File: src/rtl/tai_utc_offset_converter_assert.svh
// Assertion macros used by the converter's top-level RTL file.
// Each macro needs signals named clk and rst_n in the scope where it is used.
`ifndef TAI_UTC_OFFSET_CONVERTER_ASSERT_SVH
`define TAI_UTC_OFFSET_CONVERTER_ASSERT_SVH

// Same-cycle implication, disabled during reset.
`define TUOC_ASSERT_NOW(label, ante, cons) \
    label: assert property (@(posedge clk) disable iff (!rst_n) (ante) |-> (cons)) \
        else $error("same-cycle check failed");

// Next-cycle implication, disabled during reset.
`define TUOC_ASSERT_NEXT(label, ante, cons) \
    label: assert property (@(posedge clk) disable iff (!rst_n) (ante) |=> (cons)) \
        else $error("next-cycle check failed");

`endif

File: src/rtl/tuoc_pkg.sv
// Package for the TAI/UTC offset converter: sizes, leap-second ROM, ALU codes.
// No dependencies; every other RTL file but the assertion header imports it.
`default_nettype none

package tuoc_pkg;

    localparam int LEAP_TABLE_ENTRIES = 27;
    localparam int MAX_REFINE_PASSES  = 4;
    localparam int ROM_STEPS          = 27;
    localparam int SCAN_STEPS  = (LEAP_TABLE_ENTRIES < ROM_STEPS) ? LEAP_TABLE_ENTRIES : ROM_STEPS;
    localparam int SEARCH_BITS = $clog2(SCAN_STEPS + 1);
    localparam int BIT_W       = (SEARCH_BITS > 1) ? $clog2(SEARCH_BITS) : 1;
    localparam int PASS_W      = $clog2(MAX_REFINE_PASSES + 1);

    typedef logic [63:0] ns_t;

    localparam ns_t NS_IN_SEC  = 64'd1000000000;
    localparam ns_t SIGNED_MAX = {1'b0, {63{1'b1}}};
    localparam ns_t SIGNED_MIN = {1'b1, {63{1'b0}}};

    // Realtime start of each leap step in ns; step k sets the base to 11+k s.
    localparam ns_t LEAP_START_NS [ROM_STEPS] = '{
        64'd78796800 * NS_IN_SEC,   64'd94694400 * NS_IN_SEC,
        64'd126230400 * NS_IN_SEC,  64'd157766400 * NS_IN_SEC,
        64'd189302400 * NS_IN_SEC,  64'd220924800 * NS_IN_SEC,
        64'd252460800 * NS_IN_SEC,  64'd283996800 * NS_IN_SEC,
        64'd315532800 * NS_IN_SEC,  64'd362793600 * NS_IN_SEC,
        64'd394329600 * NS_IN_SEC,  64'd425865600 * NS_IN_SEC,
        64'd489024000 * NS_IN_SEC,  64'd567993600 * NS_IN_SEC,
        64'd631152000 * NS_IN_SEC,  64'd662688000 * NS_IN_SEC,
        64'd709948800 * NS_IN_SEC,  64'd741484800 * NS_IN_SEC,
        64'd773020800 * NS_IN_SEC,  64'd820454400 * NS_IN_SEC,
        64'd867715200 * NS_IN_SEC,  64'd915148800 * NS_IN_SEC,
        64'd1136073600 * NS_IN_SEC, 64'd1230768000 * NS_IN_SEC,
        64'd1341100800 * NS_IN_SEC, 64'd1435708800 * NS_IN_SEC,
        64'd1483228800 * NS_IN_SEC
    };

    // Request opcodes.
    localparam logic [1:0] OP_RT_TO_TAI = 2'd0;
    localparam logic [1:0] OP_TAI_TO_RT = 2'd1;
    localparam logic [1:0] OP_SET_TAI   = 2'd2;
    localparam logic [1:0] OP_UNUSED    = 2'd3;

    // Shared ALU operations.
    typedef logic [2:0] alu_op_t;
    localparam alu_op_t ALU_GE        = 3'd0;  // unsigned a >= b
    localparam alu_op_t ALU_SAT_ADD   = 3'd1;  // signed saturating a + b
    localparam alu_op_t ALU_APPLY     = 3'd2;  // unsigned a plus signed b, clamped
    localparam alu_op_t ALU_APPLY_NEG = 3'd3;  // unsigned a minus signed b, clamped
    localparam alu_op_t ALU_DIFF      = 3'd4;  // a - b, flag if beyond +-(2^63-1)
    localparam alu_op_t ALU_SUB_CHECK = 3'd5;  // signed a - b, flag below the signed minimum

    typedef struct packed {
        alu_op_t op;
        ns_t     a;
        ns_t     b;
    } alu_req_t;

    typedef struct packed {
        ns_t  result;
        logic flag;
    } alu_rsp_t;

    // Start time of one leap step; an index at or above SCAN_STEPS yields all ones.
    function automatic ns_t leap_start_ns(logic [SEARCH_BITS-1:0] idx);
        ns_t v;
        v = '1;
        for (int k = 0; k < SCAN_STEPS; k++) begin
            if (idx == SEARCH_BITS'(k))
            begin
                v = LEAP_START_NS[k];
            end
        end
        return v;
    endfunction

    // Base offset in ns once cnt leap steps have passed.
    function automatic ns_t base_ns(logic [SEARCH_BITS-1:0] cnt);
        return (64'(cnt) + 64'd10) * NS_IN_SEC;
    endfunction

endpackage

`default_nettype wire

File: src/rtl/tuoc_if.sv
// Valid/ready channel interfaces for the converter's request and result items.
// Depends on tuoc_pkg for the time type.
`default_nettype none

interface tuoc_req_if;
    import tuoc_pkg::*;
    logic       valid;
    logic       ready;
    logic [1:0] op;
    ns_t        realtime_in;
    ns_t        tai_in;

    modport source (output valid, output op, output realtime_in, output tai_in, input ready);
    modport sink   (input valid, input op, input realtime_in, input tai_in, output ready);
endinterface

interface tuoc_rsp_if;
    import tuoc_pkg::*;
    logic valid;
    logic ready;
    ns_t  time_out;
    logic status;

    modport source (output valid, output time_out, output status, input ready);
    modport sink   (input valid, input time_out, input status, output ready);
endinterface

`default_nettype wire

File: src/rtl/tuoc_alu.sv
// Shared 66-bit add/compare unit with per-operation saturation and range flags.
// Depends on tuoc_pkg for opcodes and request/response structs.
`default_nettype none

module tuoc_alu
    import tuoc_pkg::*;
(
    input  alu_req_t req,
    output alu_rsp_t rsp
);

    logic [65:0] a_ext;
    logic [65:0] b_ext;
    logic        sub;
    logic [65:0] sum;

    // Operand extension and add/subtract select.
    always_comb
    begin
        a_ext = {2'b00, req.a};
        b_ext = {2'b00, req.b};
        sub   = 1'b0;
        case (req.op)
            ALU_GE, ALU_DIFF:
            begin
                sub = 1'b1;
            end
            ALU_SAT_ADD:
            begin
                a_ext = {{2{req.a[63]}}, req.a};
                b_ext = {{2{req.b[63]}}, req.b};
            end
            ALU_SUB_CHECK:
            begin
                a_ext = {{2{req.a[63]}}, req.a};
                b_ext = {{2{req.b[63]}}, req.b};
                sub   = 1'b1;
            end
            ALU_APPLY:
            begin
                b_ext = {{2{req.b[63]}}, req.b};
            end
            ALU_APPLY_NEG:
            begin
                // Negating the most negative offset saturates to the most positive.
                if (req.b == SIGNED_MIN)
                begin
                    b_ext = {2'b00, SIGNED_MAX};
                end
                else
                begin
                    b_ext = {{2{req.b[63]}}, req.b};
                    sub   = 1'b1;
                end
            end
            default:
            begin
                sub = 1'b0;
            end
        endcase
    end

    assign sum = a_ext + (sub ? ~b_ext : b_ext) + 66'(sub);

    // Result shaping: saturation and range flags.
    always_comb
    begin
        rsp.result = sum[63:0];
        rsp.flag   = 1'b0;
        case (req.op)
            ALU_GE:
            begin
                rsp.flag = ~sum[65];
            end
            ALU_SAT_ADD:
            begin
                if (sum[65] && (sum[64:63] != 2'b11))
                begin
                    rsp.result = SIGNED_MIN;
                end
                else if (!sum[65] && (sum[64:63] != 2'b00))
                begin
                    rsp.result = SIGNED_MAX;
                end
            end
            ALU_APPLY, ALU_APPLY_NEG:
            begin
                if (sum[65])
                begin
                    rsp.result = '0;
                end
                else if (sum[64])
                begin
                    rsp.result = '1;
                end
            end
            ALU_DIFF:
            begin
                // Distance must fit in 63 bits either way; -2^63 is out of range.
                if (!sum[65])
                begin
                    rsp.flag = (sum[64:63] != 2'b00);
                end
                else
                begin
                    rsp.flag = (sum[64:63] != 2'b11) || (sum[62:0] == '0);
                end
            end
            ALU_SUB_CHECK:
            begin
                rsp.flag = sum[65] && (sum[64:63] != 2'b11);
            end
            default:
            begin
                rsp.flag = 1'b0;
            end
        endcase
    end

endmodule

`default_nettype wire

File: src/rtl/tai_utc_offset_converter.sv
// Realtime-to-TAI runs the binary leap-table search, one saturating add and one offset
// application before the registered result; set-TAI takes the distance, the search and a
// range check, and a refused set distance or the unused op goes straight to the result.
// TAI-to-realtime repeats search, add and application: one initial pass and up to
// MAX_REFINE_PASSES more. A new item waits until the sequencer is idle.
// Reset clears the user offset to zero and empties the output register; no clearing pass.
`default_nettype none
`include "tai_utc_offset_converter_assert.svh"

module tai_utc_offset_converter
    import tuoc_pkg::*;
(
    input  logic         clk,
    input  logic         rst_n,
    tuoc_req_if.sink     req,
    tuoc_rsp_if.source   rsp
);

    localparam logic [2:0] S_IDLE   = 3'd0;
    localparam logic [2:0] S_DIFF   = 3'd1;
    localparam logic [2:0] S_SEARCH = 3'd2;
    localparam logic [2:0] S_TOTAL  = 3'd3;
    localparam logic [2:0] S_APPLY  = 3'd4;
    localparam logic [2:0] S_CHECK  = 3'd5;
    localparam logic [2:0] S_DONE   = 3'd6;

    logic [2:0]             state_reg,   state_next;
    logic [BIT_W-1:0]       bit_reg,     bit_next;
    logic [SEARCH_BITS-1:0] pos_reg,     pos_next;
    logic [PASS_W-1:0]      pass_reg,    pass_next;
    logic                   first_reg,   first_next;
    ns_t                    user_reg,    user_next;
    logic                   out_valid_reg, out_valid_next;

    logic [1:0] op_reg,      op_next;
    ns_t        rt_reg,      rt_next;
    ns_t        tai_reg,     tai_next;
    ns_t        key_reg,     key_next;
    ns_t        total_reg,   total_next;
    ns_t        guess_reg,   guess_next;
    ns_t        desired_reg, desired_next;
    ns_t        res_reg,     res_next;
    logic       status_reg,  status_next;
    ns_t        out_time_reg,   out_time_next;
    logic       out_status_reg, out_status_next;

    alu_req_t alu_req;
    alu_rsp_t alu_rsp;

    logic [SEARCH_BITS:0]   step;
    logic [SEARCH_BITS:0]   probe_sum;
    logic [SEARCH_BITS-1:0] probe_idx;
    logic                   probe_ok;
    logic [PASS_W-1:0]      pass_inc;
    logic                   out_free;

    tuoc_alu u_alu (
        .req (alu_req),
        .rsp (alu_rsp)
    );

    // Next probe of the binary search over the leap table.
    assign step      = (SEARCH_BITS + 1)'(1) << bit_reg;
    assign probe_sum = {1'b0, pos_reg} + step;
    assign probe_idx = SEARCH_BITS'(probe_sum - (SEARCH_BITS + 1)'(1));
    assign probe_ok  = probe_sum <= (SEARCH_BITS + 1)'(SCAN_STEPS);
    assign pass_inc  = pass_reg + PASS_W'(1);
    assign out_free  = !out_valid_reg || rsp.ready;

    assign req.ready    = (state_reg == S_IDLE);
    assign rsp.valid    = out_valid_reg;
    assign rsp.time_out = out_time_reg;
    assign rsp.status   = out_status_reg;

    // Operand routing into the shared ALU.
    always_comb
    begin
        alu_req.op = ALU_GE;
        alu_req.a  = '0;
        alu_req.b  = '0;
        case (state_reg)
            S_DIFF:
            begin
                alu_req.op = ALU_DIFF;
                alu_req.a  = tai_reg;
                alu_req.b  = rt_reg;
            end
            S_SEARCH:
            begin
                alu_req.op = ALU_GE;
                alu_req.a  = key_reg;
                alu_req.b  = leap_start_ns(probe_idx);
            end
            S_TOTAL:
            begin
                alu_req.op = ALU_SAT_ADD;
                alu_req.a  = base_ns(pos_reg);
                alu_req.b  = user_reg;
            end
            S_APPLY:
            begin
                alu_req.op = (op_reg == OP_RT_TO_TAI) ? ALU_APPLY : ALU_APPLY_NEG;
                alu_req.a  = (op_reg == OP_RT_TO_TAI) ? rt_reg : tai_reg;
                alu_req.b  = total_reg;
            end
            S_CHECK:
            begin
                alu_req.op = ALU_SUB_CHECK;
                alu_req.a  = desired_reg;
                alu_req.b  = base_ns(pos_reg);
            end
            default:
            begin
                alu_req.op = ALU_GE;
            end
        endcase
    end

    // Sequencer.
    always_comb
    begin
        state_next      = state_reg;
        bit_next        = bit_reg;
        pos_next        = pos_reg;
        pass_next       = pass_reg;
        first_next      = first_reg;
        user_next       = user_reg;
        out_valid_next  = out_valid_reg && !rsp.ready;
        op_next         = op_reg;
        rt_next         = rt_reg;
        tai_next        = tai_reg;
        key_next        = key_reg;
        total_next      = total_reg;
        guess_next      = guess_reg;
        desired_next    = desired_reg;
        res_next        = res_reg;
        status_next     = status_reg;
        out_time_next   = out_time_reg;
        out_status_next = out_status_reg;

        case (state_reg)
            S_IDLE:
            begin
                if (req.valid)
                begin
                    op_next     = req.op;
                    rt_next     = req.realtime_in;
                    tai_next    = req.tai_in;
                    key_next    = req.realtime_in;
                    pos_next    = '0;
                    bit_next    = BIT_W'(SEARCH_BITS - 1);
                    pass_next   = '0;
                    first_next  = 1'b1;
                    res_next    = '0;
                    status_next = 1'b0;
                    case (req.op)
                        OP_RT_TO_TAI, OP_TAI_TO_RT: state_next = S_SEARCH;
                        OP_SET_TAI:                 state_next = S_DIFF;
                        default:                    state_next = S_DONE;
                    endcase
                end
            end
            S_DIFF:
            begin
                // Desired user offset before the base is taken off.
                desired_next = alu_rsp.result;
                if (alu_rsp.flag)
                begin
                    status_next = 1'b1;
                    state_next  = S_DONE;
                end
                else
                begin
                    state_next = S_SEARCH;
                end
            end
            S_SEARCH:
            begin
                if (probe_ok && alu_rsp.flag)
                begin
                    pos_next = SEARCH_BITS'(probe_sum);
                end
                if (bit_reg == '0)
                begin
                    state_next = (op_reg == OP_SET_TAI) ? S_CHECK : S_TOTAL;
                end
                else
                begin
                    bit_next = bit_reg - BIT_W'(1);
                end
            end
            S_TOTAL:
            begin
                total_next = alu_rsp.result;
                state_next = S_APPLY;
            end
            S_APPLY:
            begin
                pos_next = '0;
                bit_next = BIT_W'(SEARCH_BITS - 1);
                key_next = alu_rsp.result;
                if (op_reg == OP_RT_TO_TAI)
                begin
                    res_next   = alu_rsp.result;
                    state_next = S_DONE;
                end
                else if (first_reg)
                begin
                    // Initial guess from the current realtime.
                    guess_next = alu_rsp.result;
                    first_next = 1'b0;
                    state_next = S_SEARCH;
                end
                else if ((alu_rsp.result == guess_reg) ||
                         (pass_inc == PASS_W'(MAX_REFINE_PASSES)))
                begin
                    res_next   = alu_rsp.result;
                    state_next = S_DONE;
                end
                else
                begin
                    guess_next = alu_rsp.result;
                    pass_next  = pass_inc;
                    state_next = S_SEARCH;
                end
            end
            S_CHECK:
            begin
                if (alu_rsp.flag)
                begin
                    status_next = 1'b1;
                end
                else
                begin
                    user_next = alu_rsp.result;
                end
                state_next = S_DONE;
            end
            S_DONE:
            begin
                if (out_free)
                begin
                    out_valid_next  = 1'b1;
                    out_time_next   = res_reg;
                    out_status_next = status_reg;
                    state_next      = S_IDLE;
                end
            end
            default:
            begin
                state_next = S_IDLE;
            end
        endcase
    end

    // Control state and the stored user offset.
    always_ff @(posedge clk or negedge rst_n)
    begin
        if (!rst_n)
        begin
            state_reg     <= S_IDLE;
            bit_reg       <= '0;
            pos_reg       <= '0;
            pass_reg      <= '0;
            first_reg     <= 1'b0;
            user_reg      <= '0;
            out_valid_reg <= 1'b0;
        end
        else
        begin
            state_reg     <= state_next;
            bit_reg       <= bit_next;
            pos_reg       <= pos_next;
            pass_reg      <= pass_next;
            first_reg     <= first_next;
            user_reg      <= user_next;
            out_valid_reg <= out_valid_next;
        end
    end

    // Payload registers.
    always_ff @(posedge clk)
    begin
        op_reg         <= op_next;
        rt_reg         <= rt_next;
        tai_reg        <= tai_next;
        key_reg        <= key_next;
        total_reg      <= total_next;
        guess_reg      <= guess_next;
        desired_reg    <= desired_next;
        res_reg        <= res_next;
        status_reg     <= status_next;
        out_time_reg   <= out_time_next;
        out_status_reg <= out_status_next;
    end

    // An error result never carries a time.
    `TUOC_ASSERT_NOW(a_status_zero_time, out_valid_reg && out_status_reg, out_time_reg == '0)
    // The user offset only moves in the range-check step.
    `TUOC_ASSERT_NEXT(a_user_stable, state_reg != S_CHECK, user_reg == $past(user_reg))
    // The search never counts past the scanned part of the table.
    `TUOC_ASSERT_NOW(a_pos_bound, 1'b1, pos_reg <= SEARCH_BITS'(SCAN_STEPS))
    // Refinement stops within the pass limit.
    `TUOC_ASSERT_NOW(a_pass_bound, 1'b1, pass_reg < PASS_W'(MAX_REFINE_PASSES))

endmodule

`default_nettype wire
File: src/flat_wrapper.sv
// flat-port wrapper written by rule: the top's interface ports become plain ports
module tai_utc_offset_converter_flat import tuoc_pkg::*;
  (clk, rst_n, req_valid, req_op, req_realtime_in, req_tai_in, req_ready, rsp_valid, rsp_time_out, rsp_status, rsp_ready);
  tuoc_req_if req_i ();
  tuoc_rsp_if rsp_i ();
  input  logic clk;
  input  logic rst_n;
  input wire logic [$bits(req_i.valid)-1:0] req_valid;
  input wire logic [$bits(req_i.op)-1:0] req_op;
  input wire logic [$bits(req_i.realtime_in)-1:0] req_realtime_in;
  input wire logic [$bits(req_i.tai_in)-1:0] req_tai_in;
  output wire logic [$bits(req_i.ready)-1:0] req_ready;
  output wire logic [$bits(rsp_i.valid)-1:0] rsp_valid;
  output wire logic [$bits(rsp_i.time_out)-1:0] rsp_time_out;
  output wire logic [$bits(rsp_i.status)-1:0] rsp_status;
  input wire logic [$bits(rsp_i.ready)-1:0] rsp_ready;
  assign req_i.valid = req_valid;
  assign req_i.op = req_op;
  assign req_i.realtime_in = req_realtime_in;
  assign req_i.tai_in = req_tai_in;
  assign req_ready = req_i.ready;
  assign rsp_valid = rsp_i.valid;
  assign rsp_time_out = rsp_i.time_out;
  assign rsp_status = rsp_i.status;
  assign rsp_i.ready = rsp_ready;
  tai_utc_offset_converter u_core (.clk(clk), .rst_n(rst_n), .req(req_i), .rsp(rsp_i));
endmodule
File: config.mk
export PLATFORM = sky130hd
export DESIGN_NAME = tai_utc_offset_converter_flat
export DESIGN_NICKNAME = d
export VERILOG_FILES = /design/src/rtl/tuoc_pkg.sv /design/src/rtl/tuoc_if.sv /design/src/rtl/tuoc_alu.sv /design/src/rtl/tai_utc_offset_converter.sv /design/src/flat_wrapper.sv
export VERILOG_INCLUDE_DIRS = /design/src /design/src/rtl
export SDC_FILE = /design/constraint.sdc
export NUM_CORES = 1
export LEC_CHECK = 0
export ABC_AREA = 1
export BUFFER_PORTS_ARGS = -buffer_cell sky130_fd_sc_hd__buf_2
export CORE_ASPECT_RATIO = 1.1
export CORE_MARGIN = 5
export CORE_UTILIZATION = 40
export DETAILED_ROUTE_END_ITERATION = 10
export SLEW_MARGIN = 0
export SYNTH_ARGS = -nofsm -noshare
export SYNTH_HDL_FRONTEND = slang
export SYNTH_SLANG_ARGS = --single-unit
File: constraint.sdc
create_clock -name clk -period 17 [get_ports clk]
set_input_delay 0.85 -clock clk [delete_from_list [all_inputs] [get_ports clk]]
set_output_delay 0.85 -clock clk [all_outputs]
set_load 0.05 [all_outputs]
Word level (Yosys, flattened, before mapping)

Cells that the tools add are included.

Output and inout port bits: 67
Bits in registers: 596

Multiplexer cells: 82
Shift operators: 1
Bitwise logic cells: 4
Add/sub/neg operators: 7
Multipliers: 1
Reductions and logical operators: 39
$lt $le $gt $ge: 1
Equal/unequal tests: 56

Operator list:

| operator               | count |
|---|---|
| $mux 64                | 39 |
| $pmux 128 s5           | 1 |
| $pmux 64 s2            | 3 |
| $mux 66                | 3 |
| $pmux 66 s2            | 1 |
| $add 66x1->66          | 1 |
| $add 66x66->66         | 1 |
| $not 66->66            | 1 |
| $eq 64x64->1           | 1 |
| $eq 64x64->1 const B   | 1 |
| $mul 64x21->55 const B | 1 |
| $logic_not 63->1       | 1 |
| $eq 5x5->1 const B     | 11 |
| $mux 3                 | 14 |
| $eq 5x4->1 const B     | 8 |
| $pmux 3 s7             | 1 |
| $eq 5x3->1 const B     | 4 |
| $eq 3x3->1 const B     | 6 |
| $reduce_and 3->1       | 6 |
| $pmux 5 s3             | 1 |
| $eq 3x2->1 const B     | 4 |
| $ne 2x2->1 const B     | 6 |
| $pmux 3 s2             | 2 |
| $pmux 3 s4             | 1 |
| other kinds (34)       | 73 |

Logic depth before layout (Yosys ltp)

Depth in word-level cells: 50
Gate-level depth with buffers: 78

Modules after synthesis

A second synthesis with hierarchy kept.

Cells, all modules: 4138
Area, all modules: 35928.2 µm²

By module, submodules not included:

| module                   | area an instance (µm²) | times used | seq. area each (µm²) | cells an instance |
|---|---|---|---|---|
| tai_utc_offset_converter | 28148.2                | 1          | 17496.8              | 2577 |
| tuoc_alu                 | 7780.0                 | 1          | 0.0                  | 1561 |

Worst setup path before layout

Ideal clock, no wire load.

Kind: reg2reg
From: register u_core.pos_reg[1]
To: register u_core.res_reg[0] (enable)
Data required time: 16.125 ns
Path slack: 0.107 ns
Library setup time: 0.875 ns
Arrival time: 16.019 ns
Stages on the path, launching flop included: 68
Cells stage by stage: dfrtp_1 > nand2_1 > nand2_1 > xor2_1 > fa_1 > fa_1 > inv_1 > fa_1 > inv_1 > ha_1 > a21oi_1 > o21ai_0 > a211oi_1 > nand3_1 > or2_2 > nand2_1 > o21ai_0 > inv_1 > [... 32 more ...] > inv_1 > clkbuf_1 > nand3_1 > nand2_2 > buf_4 > nand2_1 > nand2_1 > nand2_2 > nor2_1 > nor2_1 > nand2_1 > nor2_1 > nand2_1 > nor2_1 > nand2_1 > nand2_1 > a21oi_1 > nor2_1

RTL lines:

| what                   | RTL line                        | text |
|---|---|---|
| from (decl)            | tai_utc_offset_converter.sv:29  | `logic [SEARCH_BITS-1:0] pos_reg, pos_next;` |
| from (signal assigned) | tai_utc_offset_converter.sv:273 | `pos_reg <= pos_next;` |
| to (signal assigned)   | tai_utc_offset_converter.sv:291 | `res_reg <= res_next;` |
| to (decl)              | tai_utc_offset_converter.sv:42  | `ns_t res_reg, res_next;` |

==> results.toml <==
[routing]
vias_per_cell = 5.69
drt_iter0_markers = 3599
drt.antenna.violating_nets = 0
wire_per_inst_um = 26.3
vias = 31657
dr.pass1.iters = 6
drcViolationCount = 0
drt-total-wl_um = 146000

[worst_setup_path]
cp-start-kind = "register"
critPathBufInv = 10
crit_arrival_ns = 15.47
slowest_delay_ns = 0.79
crit_required_ns = 17.26
reg2reg_setup_slack_ns = 1.78
path_delay_family = "simple AND/OR/NAND/NOR gates"
endpoint = "u_core.guess_reg[5]"
r2r_end = "u_core.guess_reg[5]"
crit_type = "register to register"
cp_max_fo = 64
cp_num_cells = 76
end_kind = "register"
cp_common_cell = "nand2_1"
cpMaxStageDelayCell = "buf_4"
r2r_cells = 76
crit_path_start = "u_core.pos_reg[1]"
r2r-start = "u_core.pos_reg[1]"

[synth]
synth_commonest_cells = "nand2_1, edfxtp_1, inv_1"
synth.top_cell.area_share_pct = 43.4
yosys.area.top_type = "edfxtp_1"
seq_area_frac_synth_pct = 49.0
synth_most_common_cell = "nand2_1"
syn_area_per_cell_um2 = 8.56
syn_nets = 4465
synthesis.area_mm2 = 0.0357
synthArstFlopShare_pct = 13.4
synth-warning-count = 0
synth-seq-cells = 596
synth_cell_type_count = 58
synth-main-ff-cell = "edfxtp_1"
synthCells = 4175
ys_top_cells_by_area = "edfxtp_1, nand2_1, dfrtp_1"
synth_edf_count = 516

[worst_hold_path]
hold_path.class = "primary input to asynchronous set/reset pin"

[sta]
final-max-slew-violation-count = 0
tightest_slew_ns = 1.15
grt_setup_unrepaired = "false"
finalHoldViolations = 0
setup_violations = 0
max_freq_ghz = 0.0657
fin_skew_ns = 0.0384
setup-tns-final_ns = 0
fin_crit_ns = 15.22
relSlewSlack_pct = 23.4
period_share_pct = 89.5

[clocking]
ctsRootBufferMaster = "clkbuf_16"
cts_buffers = 69
cts_buffer_depth = 3
htree_levels = 3
cts_tree = "yes"
cts_setup_buffers = 0
path_clk_slew_ns = 0.06
cts.sinks = 596
cts_hold_buf = 0
insertion_delay_ns = 0.65
cts.repair.resized = 0

[global_routing]
antenna_found_initial = 0
grt-ovfl-total = 0
grt_usage_pct = 29.7
grt_start_max_net_pins = 121
grt_pass1_vias = 30248
grt_pass1_wl_um = 209000

[finish]
finish.net_count = 4630
drive_gt1_share_pct = 9.51
multiInputGateArea_mm2 = 0.0158
area_growth_pct = 12.9
regArea_mm2 = 0.0175
nFillCells = 8866
antennaDiodeCount = 0

[placed_design]
place.gp.congestion = 1.04
portBuffers = 200
hpwl_um = 110000

[floorplan]
io_pins = 201
std_cell_rows = 115
die_h_um = 323
die_area_mm2 = 0.0954
start_util_pct = 40.1
core_area_mm2 = 0.0891
die_w_um = 295

[outcome]
status = "completed"

[flow_run]
cap_violations = 0
-- cell type report --
cell class	instances	share of cell area (%)
inverters	505	4.71
well taps	1170	3.63
clock inverters	42	1.13
multi-input cells	2929	39.2
repair buffers	239	3.43
clock buffers	84	4.55
flip-flops and latches	596	43.4
-- metal layers --
metal	global-route usage (%)	up-vias	routed length, µm
li1	-	14472	-
met4	12.0	0	6950
met5	0	-	0
met3	4.07	311	11100
met1	40.3	15269	60300
met2	48.4	1605	67900
-- worst register-to-register path, delay by kind of cell (launching register included) --
kind | cells | cell delay, ns
AOI/OAI and AO/OA | 12 | 2.69
xor gates and xnor gates | 2 | 0.75
adders and majority gates | 5 | 2.00
buffers and inverters | 10 | 2.64
DFF | 1 | 0.55
and+or+nand+nor | 47 | 6.10
-- how the worst min path moves through the flow --
stage	endpoint	cells after the start
global placement	u_core.rsp.time_out[18]	0
finish	u_core.pos_reg[2]	1
CTS	u_core.user_reg[17]	1
detailed placement	u_core.rsp.time_out[42]	0
floorplan	u_core.rsp.status	0
global route	u_core.pos_reg[2]	1
-- cells by family (layout without fill, tap and decap cells) --
family	count (synthesis)	in the layout	synth area share [%]
fa+ha+maj	156	156	6.05
flops	596	596	49.0
simple gates	1986	1986	23.1
xor+xnor	143	143	3.50
compound gates	644	644	11.3
buf+inv	650	870	7.10
-- per-stage QoR --
stage | worst slack (ns) | instance area [µm²] | instances | utilization, % | hold WS [ns]
5_1_grt | 0.823 | 40300 | 5565 | 45.3 | 0.283
4_1_cts | 2.30 | 40300 | 5565 | 45.3 | 0.260
3_5_place_dp | 2.32 | 38100 | 5439 | 42.7 | 0.405
2_1_floorplan | 0.107 | 35700 | 4175 | - | 0.400
6_report | 1.78 | 40300 | 5565 | 45.3 | 0.250
3_3_place_gp | 2.41 | 38100 | 5439 | 42.7 | 0.403
-- layout by cell type (no fill, tap or decap), types with 57 or more instances in the layout --
cell type and instances:
nand2_1 1164, edfxtp_1 516, inv_1 482, nor2_1 375
nand3_1 232, buf_2 199, o21ai_0 187, a21oi_1 152
ha_1 128, nand4_1 95, xnor2_1 83, dfrtp_1 80
clkbuf_16 71, xor2_1 60, a221oi_1 57
Power is not shown: default switching activity piles up to over one toggle a cycle in this logic, so the estimate is an artifact.
